==> src/lpab_pkg.sv <==
// Shared types, constants and helpers for the length-prefixed to Annex B converter.
`default_nettype none

package lpab_pkg;

  // Configuration register indexes.
  localparam logic [1:0] REG_CODEC_MODE       = 2'd0;
  localparam logic [1:0] REG_LENGTH_BYTES     = 2'd1;
  localparam logic [1:0] REG_EMULATION_ENABLE = 2'd2;

  // Codec modes; any mode with the upper bit set behaves as AVC.
  localparam logic [1:0] MODE_HEVC = 2'd0;
  localparam logic [1:0] MODE_VVC  = 2'd1;
  localparam logic [1:0] MODE_AVC  = 2'd2;

  localparam logic [2:0] LEN_BYTES_MIN = 3'd1;
  localparam logic [2:0] LEN_BYTES_MAX = 3'd4;

  // NAL type ranges that call for the long start code (low bound, high bound exclusive).
  localparam logic [5:0] HEVC_LONG_LO = 6'd32;
  localparam logic [5:0] HEVC_LONG_HI = 6'd41;
  localparam logic [4:0] VVC_LONG_LO  = 5'd12;
  localparam logic [4:0] VVC_LONG_HI  = 5'd20;

  localparam logic [7:0] EPB_BYTE      = 8'h03;
  localparam logic [7:0] START_ZERO    = 8'h00;
  localparam logic [7:0] START_ONE     = 8'h01;

  // Progress through the first payload bytes of a unit.
  localparam logic [1:0] PI_NONE    = 2'd0;
  localparam logic [1:0] PI_HELD    = 2'd1;
  localparam logic [1:0] PI_DECIDED = 2'd2;

  // Slots of one command, emitted from the lowest set bit upward.
  localparam int          NUM_SLOTS  = 8;
  localparam int          SLOT_W     = $clog2(NUM_SLOTS);
  localparam logic [SLOT_W-1:0] SLOT_LONG_ZERO = 3'd0;
  localparam logic [SLOT_W-1:0] SLOT_ZERO_A    = 3'd1;
  localparam logic [SLOT_W-1:0] SLOT_ZERO_B    = 3'd2;
  localparam logic [SLOT_W-1:0] SLOT_ONE       = 3'd3;
  localparam logic [SLOT_W-1:0] SLOT_EPB0      = 3'd4;
  localparam logic [SLOT_W-1:0] SLOT_P0        = 3'd5;
  localparam logic [SLOT_W-1:0] SLOT_EPB1      = 3'd6;
  localparam logic [SLOT_W-1:0] SLOT_P1        = 3'd7;

  localparam int FIFO_DEPTH = 4;
  localparam int FIFO_AW    = $clog2(FIFO_DEPTH);

  typedef struct packed {
    logic [1:0] codec_mode;
    logic [2:0] length_bytes;
    logic       emulation_enable;
  } cfg_t;

  typedef struct packed {
    logic [NUM_SLOTS-1:0] mask;
    logic [7:0]           p0;
    logic [7:0]           p1;
  } cmd_t;

  typedef struct packed {
    logic full;
    logic empty;
  } fifo_status_t;

  function automatic logic [7:0] slot_byte(logic [SLOT_W-1:0] slot, logic [7:0] p0,
                                           logic [7:0] p1);
    logic [7:0] b;
    b = START_ZERO;
    unique case (slot) inside
      SLOT_LONG_ZERO, SLOT_ZERO_A, SLOT_ZERO_B: b = START_ZERO;
      SLOT_ONE:                                 b = START_ONE;
      SLOT_EPB0, SLOT_EPB1:                     b = EPB_BYTE;
      SLOT_P0:                                  b = p0;
      SLOT_P1:                                  b = p1;
      default:                                  b = START_ZERO;
    endcase
    return b;
  endfunction

endpackage

`default_nettype wire

==> src/lpab_front.sv <==
// Front end: parses length prefixes, decides start codes and builds output commands.
`default_nettype none

module lpab_front (
  input  wire logic           clk,
  input  wire logic           rst,
  input  wire logic           accept,
  input  wire logic [7:0]     in_byte,
  input  wire lpab_pkg::cfg_t cfg,
  output lpab_pkg::cmd_t      cmd,
  output logic                push
);

  logic        in_length_phase, in_length_phase_next;
  logic [2:0]  prefix_count, prefix_count_next;
  logic [31:0] bytes_left, bytes_left_next;
  logic [1:0]  payload_index, payload_index_next;
  logic [7:0]  held_byte, held_byte_next;
  logic [1:0]  zero_run, zero_run_next;
  logic        first_unit, first_unit_next;

  logic [2:0]  len_eff;
  logic [2:0]  pc_inc;
  logic        is_avc;
  logic        is_vvc;
  logic        last;
  logic        start, long_code;
  logic        has0, ins0, has1, ins1;
  logic [7:0]  p0, p1;
  logic [1:0]  zr_mid;

  function automatic logic want_long(logic first, logic avc, logic vvc, logic [7:0] b0,
                                     logic [7:0] b1, logic has_second);
    logic [5:0] t0;
    logic [4:0] t1;
    logic       r;
    t0 = b0[6:1];
    t1 = b1[7:3];
    if (first || avc) begin
      r = 1'b1;
    end else if (vvc) begin
      r = has_second && (t1 >= lpab_pkg::VVC_LONG_LO) && (t1 < lpab_pkg::VVC_LONG_HI);
    end else begin
      r = (t0 >= lpab_pkg::HEVC_LONG_LO) && (t0 < lpab_pkg::HEVC_LONG_HI);
    end
    return r;
  endfunction

  function automatic logic needs_epb(logic en, logic [1:0] zr, logic [7:0] b);
    return en && (zr >= 2'd2) && (b <= lpab_pkg::EPB_BYTE);
  endfunction

  function automatic logic [1:0] zr_after(logic [1:0] zr, logic ins, logic [7:0] b);
    logic [1:0] z;
    z = ins ? 2'd0 : zr;
    if (b == 8'd0) begin
      return (z >= 2'd2) ? 2'd2 : z + 2'd1;
    end
    return 2'd0;
  endfunction

  always_comb begin
    case (cfg.length_bytes) inside
      3'd0:         len_eff = lpab_pkg::LEN_BYTES_MIN;
      [3'd1:3'd4]:  len_eff = cfg.length_bytes;
      default:      len_eff = lpab_pkg::LEN_BYTES_MAX;
    endcase
  end

  assign is_avc = cfg.codec_mode[1];
  assign is_vvc = (cfg.codec_mode == lpab_pkg::MODE_VVC);
  assign pc_inc = prefix_count + 3'd1;
  assign last   = (bytes_left == 32'd1);

  always_comb begin
    in_length_phase_next = in_length_phase;
    prefix_count_next    = prefix_count;
    bytes_left_next      = bytes_left;
    payload_index_next   = payload_index;
    held_byte_next       = held_byte;
    zero_run_next        = zero_run;
    first_unit_next      = first_unit;
    start     = 1'b0;
    long_code = 1'b0;
    has0      = 1'b0;
    ins0      = 1'b0;
    has1      = 1'b0;
    ins1      = 1'b0;
    p0        = in_byte;
    p1        = in_byte;
    zr_mid    = 2'd0;

    if (accept) begin
      if (in_length_phase) begin
        bytes_left_next = (prefix_count == 3'd0) ? {24'd0, in_byte}
                                                 : {bytes_left[23:0], in_byte};
        if (pc_inc >= len_eff) begin
          prefix_count_next  = 3'd0;
          payload_index_next = lpab_pkg::PI_NONE;
          if (bytes_left_next == 32'd0) begin
            start     = 1'b1;
            long_code = first_unit || is_avc;
          end else begin
            in_length_phase_next = 1'b0;
            if (is_avc) begin
              start              = 1'b1;
              long_code          = 1'b1;
              payload_index_next = lpab_pkg::PI_DECIDED;
            end
          end
        end else begin
          prefix_count_next = pc_inc;
        end
        if (start) begin
          zero_run_next = 2'd0;
        end
      end else begin
        bytes_left_next = bytes_left - 32'd1;
        if (payload_index >= lpab_pkg::PI_DECIDED) begin
          has0          = 1'b1;
          ins0          = needs_epb(cfg.emulation_enable, zero_run, in_byte);
          zero_run_next = zr_after(zero_run, ins0, in_byte);
        end else if (payload_index == lpab_pkg::PI_HELD) begin
          // The held first byte and this byte follow the start code, which clears the run.
          start              = 1'b1;
          long_code          = want_long(first_unit, is_avc, is_vvc, held_byte, in_byte, 1'b1);
          has0               = 1'b1;
          p0                 = held_byte;
          ins0               = 1'b0;
          zr_mid             = zr_after(2'd0, 1'b0, held_byte);
          has1               = 1'b1;
          ins1               = needs_epb(cfg.emulation_enable, zr_mid, in_byte);
          zero_run_next      = zr_after(zr_mid, ins1, in_byte);
          payload_index_next = lpab_pkg::PI_DECIDED;
        end else if (is_vvc && !last) begin
          held_byte_next     = in_byte;
          payload_index_next = lpab_pkg::PI_HELD;
        end else begin
          start              = 1'b1;
          long_code          = want_long(first_unit, is_avc, is_vvc, in_byte, 8'd0, 1'b0);
          has0               = 1'b1;
          zero_run_next      = zr_after(2'd0, 1'b0, in_byte);
          payload_index_next = lpab_pkg::PI_DECIDED;
        end
        if (last) begin
          in_length_phase_next = 1'b1;
          prefix_count_next    = 3'd0;
          payload_index_next   = lpab_pkg::PI_NONE;
        end
      end
      if (start) begin
        first_unit_next = 1'b0;
      end
    end
  end

  always_comb begin
    cmd.mask                           = '0;
    cmd.mask[lpab_pkg::SLOT_LONG_ZERO] = start && long_code;
    cmd.mask[lpab_pkg::SLOT_ZERO_A]    = start;
    cmd.mask[lpab_pkg::SLOT_ZERO_B]    = start;
    cmd.mask[lpab_pkg::SLOT_ONE]       = start;
    cmd.mask[lpab_pkg::SLOT_EPB0]      = ins0;
    cmd.mask[lpab_pkg::SLOT_P0]        = has0;
    cmd.mask[lpab_pkg::SLOT_EPB1]      = ins1;
    cmd.mask[lpab_pkg::SLOT_P1]        = has1;
    cmd.p0                             = p0;
    cmd.p1                             = p1;
  end

  assign push = accept && (cmd.mask != '0);

  always_ff @(posedge clk) begin
    if (rst) begin
      in_length_phase <= 1'b1;
      prefix_count    <= 3'd0;
      bytes_left      <= 32'd0;
      payload_index   <= lpab_pkg::PI_NONE;
      held_byte       <= 8'd0;
      zero_run        <= 2'd0;
      first_unit      <= 1'b1;
    end else begin
      in_length_phase <= in_length_phase_next;
      prefix_count    <= prefix_count_next;
      bytes_left      <= bytes_left_next;
      payload_index   <= payload_index_next;
      held_byte       <= held_byte_next;
      zero_run        <= zero_run_next;
      first_unit      <= first_unit_next;
    end
  end

  // While payload is being consumed there is always at least one byte still owed.
  a_payload_nonzero: assert property (@(posedge clk) disable iff (rst)
    !in_length_phase |-> bytes_left != 32'd0)
    else $error("payload phase with no bytes left");

  // The held state only arises in VVC-style units and never persists into the length phase.
  a_held_in_payload: assert property (@(posedge clk) disable iff (rst)
    payload_index == lpab_pkg::PI_HELD |-> !in_length_phase)
    else $error("held byte outstanding during length phase");

endmodule

`default_nettype wire

==> src/lpab_fifo.sv <==
// Short command queue between the front end and the byte emitter.
`default_nettype none

module lpab_fifo (
  input  wire logic                   clk,
  input  wire logic                   rst,
  input  wire logic                   push,
  input  wire lpab_pkg::cmd_t         push_cmd,
  input  wire logic                   pop,
  output lpab_pkg::cmd_t              head,
  output lpab_pkg::fifo_status_t      status
);

  lpab_pkg::cmd_t                 entries [lpab_pkg::FIFO_DEPTH];
  logic [lpab_pkg::FIFO_AW-1:0]   wr_ptr;
  logic [lpab_pkg::FIFO_AW-1:0]   rd_ptr;
  logic [lpab_pkg::FIFO_AW:0]     count;

  assign status.full  = (count == (lpab_pkg::FIFO_AW + 1)'(lpab_pkg::FIFO_DEPTH));
  assign status.empty = (count == '0);
  assign head         = entries[rd_ptr];

  always_ff @(posedge clk) begin
    if (push) begin
      entries[wr_ptr] <= push_cmd;
    end
  end

  always_ff @(posedge clk) begin
    if (rst) begin
      wr_ptr <= '0;
      rd_ptr <= '0;
      count  <= '0;
    end else begin
      if (push) begin
        wr_ptr <= wr_ptr + 1'b1;
      end
      if (pop) begin
        rd_ptr <= rd_ptr + 1'b1;
      end
      if (push && !pop) begin
        count <= count + 1'b1;
      end else if (pop && !push) begin
        count <= count - 1'b1;
      end
    end
  end

  a_no_overflow: assert property (@(posedge clk) disable iff (rst)
    push |-> !status.full)
    else $error("push into a full queue");

  a_no_underflow: assert property (@(posedge clk) disable iff (rst)
    pop |-> !status.empty)
    else $error("pop from an empty queue");

endmodule

`default_nettype wire

==> src/lpab_back.sv <==
// Back end: expands queued commands into bytes in an output register, one per unstalled cycle.
`default_nettype none

module lpab_back (
  input  wire logic                   clk,
  input  wire logic                   rst,
  input  wire lpab_pkg::cmd_t         head,
  input  wire lpab_pkg::fifo_status_t status,
  output logic                        pop,
  output logic                        out_valid,
  input  wire logic                   out_stall,
  output logic [7:0]                  out_byte,
  output logic                        run_last
);

  logic [lpab_pkg::NUM_SLOTS-1:0] cur_mask;
  logic [7:0]                     cur_p0, cur_p1;
  logic                           have;
  logic [lpab_pkg::NUM_SLOTS-1:0] src_mask, rem_mask;
  logic [7:0]                     src_p0, src_p1;
  logic [lpab_pkg::SLOT_W-1:0]    slot;
  logic                           out_free;
  logic                           emit;

  assign have     = (cur_mask != '0);
  assign src_mask = have ? cur_mask : head.mask;
  assign src_p0   = have ? cur_p0 : head.p0;
  assign src_p1   = have ? cur_p1 : head.p1;
  // Clearing the lowest set bit leaves the slots still to go.
  assign rem_mask = src_mask & (src_mask - 1'b1);

  always_comb begin
    slot = '0;
    for (int i = lpab_pkg::NUM_SLOTS - 1; i >= 0; i--) begin
      if (src_mask[i]) begin
        slot = lpab_pkg::SLOT_W'(i);
      end
    end
  end

  assign out_free = !out_valid || !out_stall;
  assign emit     = out_free && (have || !status.empty);
  assign pop      = emit && !have;

  always_ff @(posedge clk) begin
    if (rst) begin
      out_valid <= 1'b0;
      cur_mask  <= '0;
    end else begin
      if (emit) begin
        out_valid <= 1'b1;
        cur_mask  <= rem_mask;
      end else if (out_free) begin
        out_valid <= 1'b0;
      end
    end
  end

  always_ff @(posedge clk) begin
    if (emit) begin
      out_byte <= lpab_pkg::slot_byte(slot, src_p0, src_p1);
      run_last <= (rem_mask == '0);
    end
    if (pop) begin
      cur_p0 <= head.p0;
      cur_p1 <= head.p1;
    end
  end

  // Every queued command carries at least one byte.
  a_pop_nonempty: assert property (@(posedge clk) disable iff (rst)
    pop |-> head.mask != '0)
    else $error("empty command in queue");

  // A pending remainder of a command is drained before another command is taken.
  a_no_pop_busy: assert property (@(posedge clk) disable iff (rst)
    have |-> !pop)
    else $error("command taken while one is still in progress");

endmodule

`default_nettype wire

==> src/length_prefixed_to_annex_b_nal_unit.sv <==
// Length-prefixed NAL unit stream to Annex B byte stream converter, top level.
//
// Input channel (in_valid, in_stall, in_byte) takes one byte of the length-prefixed stream
// per request. Output channel (out_valid, out_stall, out_byte, run_last) gives one Annex B
// byte per request; run_last marks the last output byte caused by an input byte. Input bytes
// that cause no output (most prefix bytes, a held first VVC byte) give nothing on the output.
// The configuration registers (codec mode, prefix length, emulation prevention enable) are
// written through write_enable, write_index and write_data; the user must write them only
// while the block is idle, which the block itself does not enforce.
//
// Throughput: one input byte per cycle while the output keeps up; the output carries one byte
// per cycle while the receiver does not stall, and an input byte expands to up to 6 output
// bytes (a four-byte start code and two payload bytes). A four-entry command queue absorbs
// start-code bursts. An accepted byte's command enters the queue; the back end then moves its
// first byte into the output register. Reset clears the parsing state, marks the next unit as
// the first one and loads the register defaults. When the receiver stalls, the output register
// holds; the queue fills and then in_stall is raised until room frees up.
`default_nettype none

module length_prefixed_to_annex_b_nal_unit (
  input  wire logic       clk,
  input  wire logic       rst,
  input  wire logic       in_valid,
  output logic            in_stall,
  input  wire logic [7:0] in_byte,
  output logic            out_valid,
  input  wire logic       out_stall,
  output logic [7:0]      out_byte,
  output logic            run_last,
  input  wire logic       write_enable,
  input  wire logic [1:0] write_index,
  input  wire logic [2:0] write_data
);

  lpab_pkg::cfg_t         cfg;
  lpab_pkg::cmd_t         front_cmd;
  lpab_pkg::cmd_t         head;
  lpab_pkg::fifo_status_t status;
  logic                   accept;
  logic                   push;
  logic                   pop;

  always_ff @(posedge clk) begin
    if (rst) begin
      cfg.codec_mode       <= lpab_pkg::MODE_HEVC;
      cfg.length_bytes     <= lpab_pkg::LEN_BYTES_MAX;
      cfg.emulation_enable <= 1'b1;
    end else if (write_enable) begin
      case (write_index)
        lpab_pkg::REG_CODEC_MODE:       cfg.codec_mode       <= write_data[1:0];
        lpab_pkg::REG_LENGTH_BYTES:     cfg.length_bytes     <= write_data;
        lpab_pkg::REG_EMULATION_ENABLE: cfg.emulation_enable <= write_data[0];
        default: ;
      endcase
    end
  end

  assign in_stall = status.full;
  assign accept   = in_valid && !in_stall;

  lpab_front u_front (
    .clk     (clk),
    .rst     (rst),
    .accept  (accept),
    .in_byte (in_byte),
    .cfg     (cfg),
    .cmd     (front_cmd),
    .push    (push)
  );

  lpab_fifo u_fifo (
    .clk      (clk),
    .rst      (rst),
    .push     (push),
    .push_cmd (front_cmd),
    .pop      (pop),
    .head     (head),
    .status   (status)
  );

  lpab_back u_back (
    .clk       (clk),
    .rst       (rst),
    .head      (head),
    .status    (status),
    .pop       (pop),
    .out_valid (out_valid),
    .out_stall (out_stall),
    .out_byte  (out_byte),
    .run_last  (run_last)
  );

endmodule

`default_nettype wire

==> config.mk <==
export PLATFORM = sky130hd
export DESIGN_NAME = length_prefixed_to_annex_b_nal_unit
export DESIGN_NICKNAME = d
export VERILOG_FILES = /design/src/lpab_pkg.sv /design/src/lpab_front.sv /design/src/lpab_fifo.sv /design/src/lpab_back.sv /design/src/length_prefixed_to_annex_b_nal_unit.sv
export SDC_FILE = /design/constraint.sdc
export NUM_CORES = 1
export LEC_CHECK = 0
export BUFFER_PORTS_ARGS = -buffer_cell sky130_fd_sc_hd__buf_2
export CORE_MARGIN = 3
export CORE_UTILIZATION = 45
export DETAILED_ROUTE_END_ITERATION = 16
export HOLD_SLACK_MARGIN = 0.06
export PLACE_DENSITY = 0.7
export REMOVE_ABC_BUFFERS = 1
export SLEW_MARGIN = 20
export SYNTH_ARGS = -nofsm -noshare
export SYNTH_HDL_FRONTEND = slang
export SYNTH_SLANG_ARGS = --single-unit
==> constraint.sdc <==
create_clock -name clk -period 4 [get_ports clk]
set_input_delay 0.2 -clock clk [delete_from_list [all_inputs] [get_ports clk]]
set_output_delay 0.2 -clock clk [all_outputs]
set_load 0.01 [all_outputs]
# [Yosys cells after proc, flatten, opt, wreduce, memory -nomap -nowiden]
# Memories as Yosys holds them, arrays and structs flattened. A register that Yosys moved wholly into a read port is not among the register bits.
# Index checks and enable logic that the tools add are counted.
[op_classes] n_addsub=9 order_cmp=15 eq_ne=15 n_mux=118 bitwise_logic=4 n_reduce_logical=49
[ops] op="$mux 32" n=2
[ops] op="$mux 1" n=62
[ops] op="$mux 2" n=31
[ops] op="$mux 8" n=7
[ops] op="$mux 3" n=15
[ops] op="$eq 32x1->1 const B" n=1
[ops] op="$logic_not 32->1" n=1
[ops] op="$pmux 8 s4" n=1
[ops] op="$sub 32x1->32 const B" n=1
[ops] op="$logic_not 8->1" n=3
[ops] op="$logic_and 1x1->1" n=16
[ops] op="$reduce_bool 8->1" n=2
[ops] op="$eq 3x3->1 const B" n=5
[ops] op="$ge 6x6->1 const B" n=2
[ops] op="$lt 6x6->1 const B" n=2
[ops] op="$ge 2x2->1 const B" n=5
[ops] op="$reduce_and 2->1" n=5
[ops] op="$logic_not 3->1" n=3
[ops] op="$add 2x1->2 const B" n=4
[ops] op="$and 8x8->8" n=1
[ops] op="$le 8x2->1 const B" n=1
[ops] op="$logic_not 1->1" n=8
[ops] op="$sub 8x1->8 const B" n=1
[ops] op="$add 3x1->3 const B" n=2
[ops] op="other kinds (19)" n=29
[word_totals] reg_bits=96 ram_bits=96 in_bits=18 output_inout_bits=11 mem_count=1
[mem_list] memory="u_fifo.entries" words=4 width=24 read_ports=1 rd_ports_with_merged_regs=1 wr=1 line_no="lpab_fifo.sv:14" text="lpab_pkg::cmd_t entries [lpab_pkg::FIFO_DEPTH];"

# [Longest topological paths before layout]
[logic_depth] ltp_word=24 mapped_depth=15

# [By module]
# From an unflattened synthesis, not the netlist that was laid out.
[hier_totals] hier_cells=796 area_unflattened_um2=9326.4
[by_module_without_submodules] module="lpab_fifo" n_inst=1 cells_each=170 area_per_inst_um2=3932.5 seq_area_each_um2=3062.9
[by_module_without_submodules] module="lpab_front" n_inst=1 cells_each=439 area_per_inst_um2=3285.7 seq_area_each_um2=980.9
[by_module_without_submodules] module="lpab_back" n_inst=1 cells_each=159 area_per_inst_um2=1834.3 seq_area_each_um2=910.9
[by_module_without_submodules] module="length_prefixed_to_annex_b_nal_unit" n_inst=1 cells_each=28 area_per_inst_um2=274.0 seq_area_each_um2=120.1

# [Worst setup path before layout]
# No wires, ideal clock.
[synth_timing] path_kind="register to register" start="register u_front.bytes_left[4]" end="memory u_fifo.entries[0][0] in the netlist's numbering (enable)" setup_time_ns=0.401 arrival_ns=2.964 setup_slack_ns=0.635 stages_incl_launch_ff=9 path_buffers=2 period_less_slack_ns=3.365 cell_sequence="dfxtp_1 > buf_6 > or4_4 > buf_6 > nor4_4 > nand4_2 > a21boi_1 > a31oi_2 > nor2b_1"
[synth_rtl] item="from (decl)" line_no="lpab_front.sv:16" text="logic [31:0] bytes_left, bytes_left_next;"
[synth_rtl] item="from (signal assigned)" line_no="lpab_front.sv:185" text="bytes_left <= bytes_left_next;"
[synth_rtl] item="to (decl)" line_no="lpab_fifo.sv:14"

==> results.yml <==
placement:
  dp_hpwl_um: 11900
  place_congestion: 0.904
  numPortBuffers: 28
timing:
  timing_hold_violations_final: 0
  layout_worst_path_cycle_share_pct: 92.8
  rsz0062_at_grt: "no"
  worst_slew_margin_rel_pct: 51.7
  fin_crit_ns: 3.71
  final.setup.tns_ns: 0
  finClkSkew_ns: 0.0108
  timing.final.setup_violations: 0
  fmax_ghz: 0.269
  timing_max_transition_violations_final: 0
  worst-slew-pin-transition_ns: 0.724
critical_path:
  path_class: "reg2reg"
  crit_top_cell: "sky130_fd_sc_hd__inv_1"
  critPathMaxStageDelay_ns: 0.71
  cp_cell_sequence: "or4_1, nor3_1, nand4_2, a21boi_1, a31oi_2, inv_1, ha_1, inv_1, fa_1, xor2_1, or3_1, a21oi_1"
  worst_setup_end_kind: "flop"
  start_kind: "flop"
  crit_path_max_fanout: 9
  timing.critical_path.required_ns: 4.35
  critPathArrivalTime_ns: 4.07
  crit_slowest_cell: "sky130_fd_sc_hd__or4_1"
clock_tree:
  cts_inserted_buffers: 17
  cts_setup_buffers: 0
  cts_hold_bufs: 4
  clkLatencyLatePin_ns: 0.43
  number_of_buffers_on_the_longest_clock_path: 2
  tritoncts: "built"
  clk_root_buffer_cell: "sky130_fd_sc_hd__clkbuf_16"
  post_cts_resize_count: 0
  cts.sinks: 181
  cts.reportedPaths.clkPinSlew_ns: 0.07
  htree_num_levels: 4
global_routing:
  initial_antenna_violation_count: 0
  groute.usage.overall_pct: 17.9
  first_global_vias: 5822
  global_route_wire_length_before_repair_um: 29600
  globalRouteOverflowTotal: 0
  maximum_number_of_pins_on_one_net_before_global_route_repair: 52
die:
  boundaryPins: 29
  die_w_um: 145
  floorplan.initialDensity_pct: 46.0
  core_mm2: 0.0188
  floorplan.rows: 50
  die-height_um: 145
  design.die.area_mm2: 0.0209
synth:
  synth.area.top_cells: "sky130_fd_sc_hd__edfxtp_1, sky130_fd_sc_hd__dfxtp_1, sky130_fd_sc_hd__mux4_2, sky130_fd_sc_hd__mux2i_1, sky130_fd_sc_hd__nor2_1"
  synth_seq_cells: 181
  synth-main-ff-cell: "sky130_fd_sc_hd__edfxtp_1"
  number_of_flops_mapped_to_enable_cells_by_yosys: 109
  postSynthCellCount: 761
  synth_area_mm2: 0.00864
  synth_top_area_share_pct: 37.9
  syn-mean-instance-area_um2: 11.4
  synth_cell_type_count: 70
  post-synth-top-area-cell: "sky130_fd_sc_hd__edfxtp_1"
  postSynth.asyncResetShare_pct: 0
  synth_seq_area_share_pct: 54.6
  yosysWarningCount: 0
pwr:
  power.density_mw_per_mm2: 621
  vdd_ir_drop_max_v: 0.000322
  p_leak_uw: 0.00350
drt:
  detailroute.via_count: 5945
  post_drt_wl_per_cell_um: 17.3
  vias_per_cell: 5.77
  first_iteration_detailed_routing_drc_count: 377
  antenna_violating_nets_post_route: 0
  finalWirelength_um: 17800
  drt_pre_antenna_iters: 4
  drc: 0
layout:
  syn_to_final_growth_pct: 11.4
  fin_util_pct: 51.3
  nFillCells: 1640
  multi_input_area_mm2: 0.00365
  diode_insertion_count_for_antenna_repair: 0
  register_area_mm2: 0.00471
  design.final.nets: 815
  drive_above_1_share_pct: 17.1
status:
  status: "finished, final reports clean"
worst_hold_path:
  worstHoldPathType: "in2reg"
run:
  cap_violations: 0
[layout by cell type (no fill, tap or decap), drive strengths merged, types with 4 or more instances in the layout]
| cell | count |
|---|---|
| mux2i | 33 |
| or3 | 12 |
| a31oi | 19 |
| edfxtp | 109 |
| xor2 | 7 |
| and3 | 11 |
| nor3b | 10 |
| a211oi | 17 |
| o211ai | 4 |
| inv | 34 |
| nor4 | 14 |
| dfxtp | 72 |
| nor2b | 8 |
| nand2b | 13 |
| or4 | 11 |
| or2 | 4 |
| o21ai | 23 |
| buf | 46 |
| o31ai | 4 |
| o22ai | 10 |
| mux2 | 13 |
| a21oi | 42 |
| ha | 12 |
| dlygate4sd3 | 4 |
| clkbuf | 18 |
| nand3 | 24 |
| nand4 | 4 |
| nand2 | 51 |
| nor3 | 23 |
| mux4 | 21 |
| nor2 | 77 |
| nand3b | 4 |
[flip-flops by register name (all words and copies together) (netlist names), 3 cells and up, named ones only]
register and cells:
u_back.cur_p1 8, u_front.held_byte 8, u_fifo.count 3, cfg 6, u_front.prefix_count 3, u_back.cur_p0 8, u_fifo.entries 84, u_back.out_byte 8
u_back.cur_mask 7, u_front.bytes_left 32
[layer usage]
metal | share of wire [%] | up-vias | GRT usage, %
met5 | 0 | - | 0
met3 | 3.1 | 23 | 2.91
li1 | - | 2910 | -
met4 | 2.1 | 0 | 6.58
met2 | 50 | 116 | 30.0
met1 | 45 | 2896 | 23.5
[Yosys cell counts, types with 7 or more instances]
library cell / number
sky130_fd_sc_hd__nor2_1: 77
sky130_fd_sc_hd__nand2b_1: 13
sky130_fd_sc_hd__nand3_1: 24
sky130_fd_sc_hd__or3_1: 12
sky130_fd_sc_hd__ha_1: 12
sky130_fd_sc_hd__o21ai_0: 22
sky130_fd_sc_hd__mux2_2: 12
sky130_fd_sc_hd__a21oi_1: 42
sky130_fd_sc_hd__nor4_1: 8
sky130_fd_sc_hd__dfxtp_1: 72
sky130_fd_sc_hd__mux4_2: 21
sky130_fd_sc_hd__edfxtp_1: 109
sky130_fd_sc_hd__a31oi_1: 18
sky130_fd_sc_hd__nor3_1: 22
sky130_fd_sc_hd__nand2_1: 51
sky130_fd_sc_hd__a211oi_1: 17
sky130_fd_sc_hd__inv_1: 22
sky130_fd_sc_hd__xor2_1: 7
sky130_fd_sc_hd__mux2i_1: 33
sky130_fd_sc_hd__or4_1: 8
sky130_fd_sc_hd__o22ai_1: 10
sky130_fd_sc_hd__and3_1: 11
sky130_fd_sc_hd__nor2b_1: 8
sky130_fd_sc_hd__nor3b_1: 10
sky130_fd_sc_hd__clkbuf_1: 34
[final timing paths]
kind	from	end	slack (ns)	cells after the start
min reg2reg	u_front.prefix_count[1]$_SDFFE_PP0P_	u_front.prefix_count[1]$_SDFFE_PP0P_	0.48	2
min	in_byte[4]	u_fifo.entries[2][4]$_DFFE_PP_	0.09	1
max	u_front.bytes_left[8]$_SDFFE_PP0P_	u_fifo.count[2]$_SDFFE_PP0P_	0.29	12
max reg2reg	u_front.bytes_left[8]$_SDFFE_PP0P_	u_fifo.count[2]$_SDFFE_PP0P_	0.29	12
[power breakdown]
part	internal, uW	total [uW]	switching, uW
registers	2290	2440	147
clock network	844	1610	764
logic	786	1930	1140
[critical path, delay by kind of cell (launching register included)]
family	cells	cell delay, ns
AND/OR/NAND/NOR	4	1.58
XOR/XNOR	1	0.18
flip-flops	1	0.38
AO/OA/AOI/OAI	3	0.76
buffers and inverters	2	0.19
adder cells (fa/ha/maj)	2	0.56
[cell type report]
cell class | count | share of cell area [%]
sequential | 181 | 49.0
multi-input combinational | 512 | 37.9
clock buffer | 18 | 4.56
timing repair buffer | 50 | 3.28
tap | 234 | 3.04
clock inverter | 14 | 1.35
inverter | 22 | 0.858
[kinds of logic after synthesis]
| family | after synthesis | synth area share [%] |
|---|---|---|
| fa+ha+maj | 13 | 1.97 |
| buf+inv | 68 | 3.35 |
| mux | 67 | 11.0 |
| flops | 181 | 54.6 |
| compound gates | 152 | 11.6 |
| xor+xnor | 10 | 1.01 |
| simple gates | 270 | 16.5 |
[stage by stage]
step,hold slack (ns),cell area [um2],power [uW],instances,setup WS (ns)
floorplan,0.269,8430,3860,715,0.197
global placement,0.462,9010,4380,995,0.418
global route,0.108,9620,6340,1031,0.0832
CTS,0.0863,9620,6010,1031,0.319
finish,0.0920,9620,5970,1031,0.286
detailed placement,0.468,9010,4400,995,0.317
No activity file was read; power rests on OpenSTA's default activity.
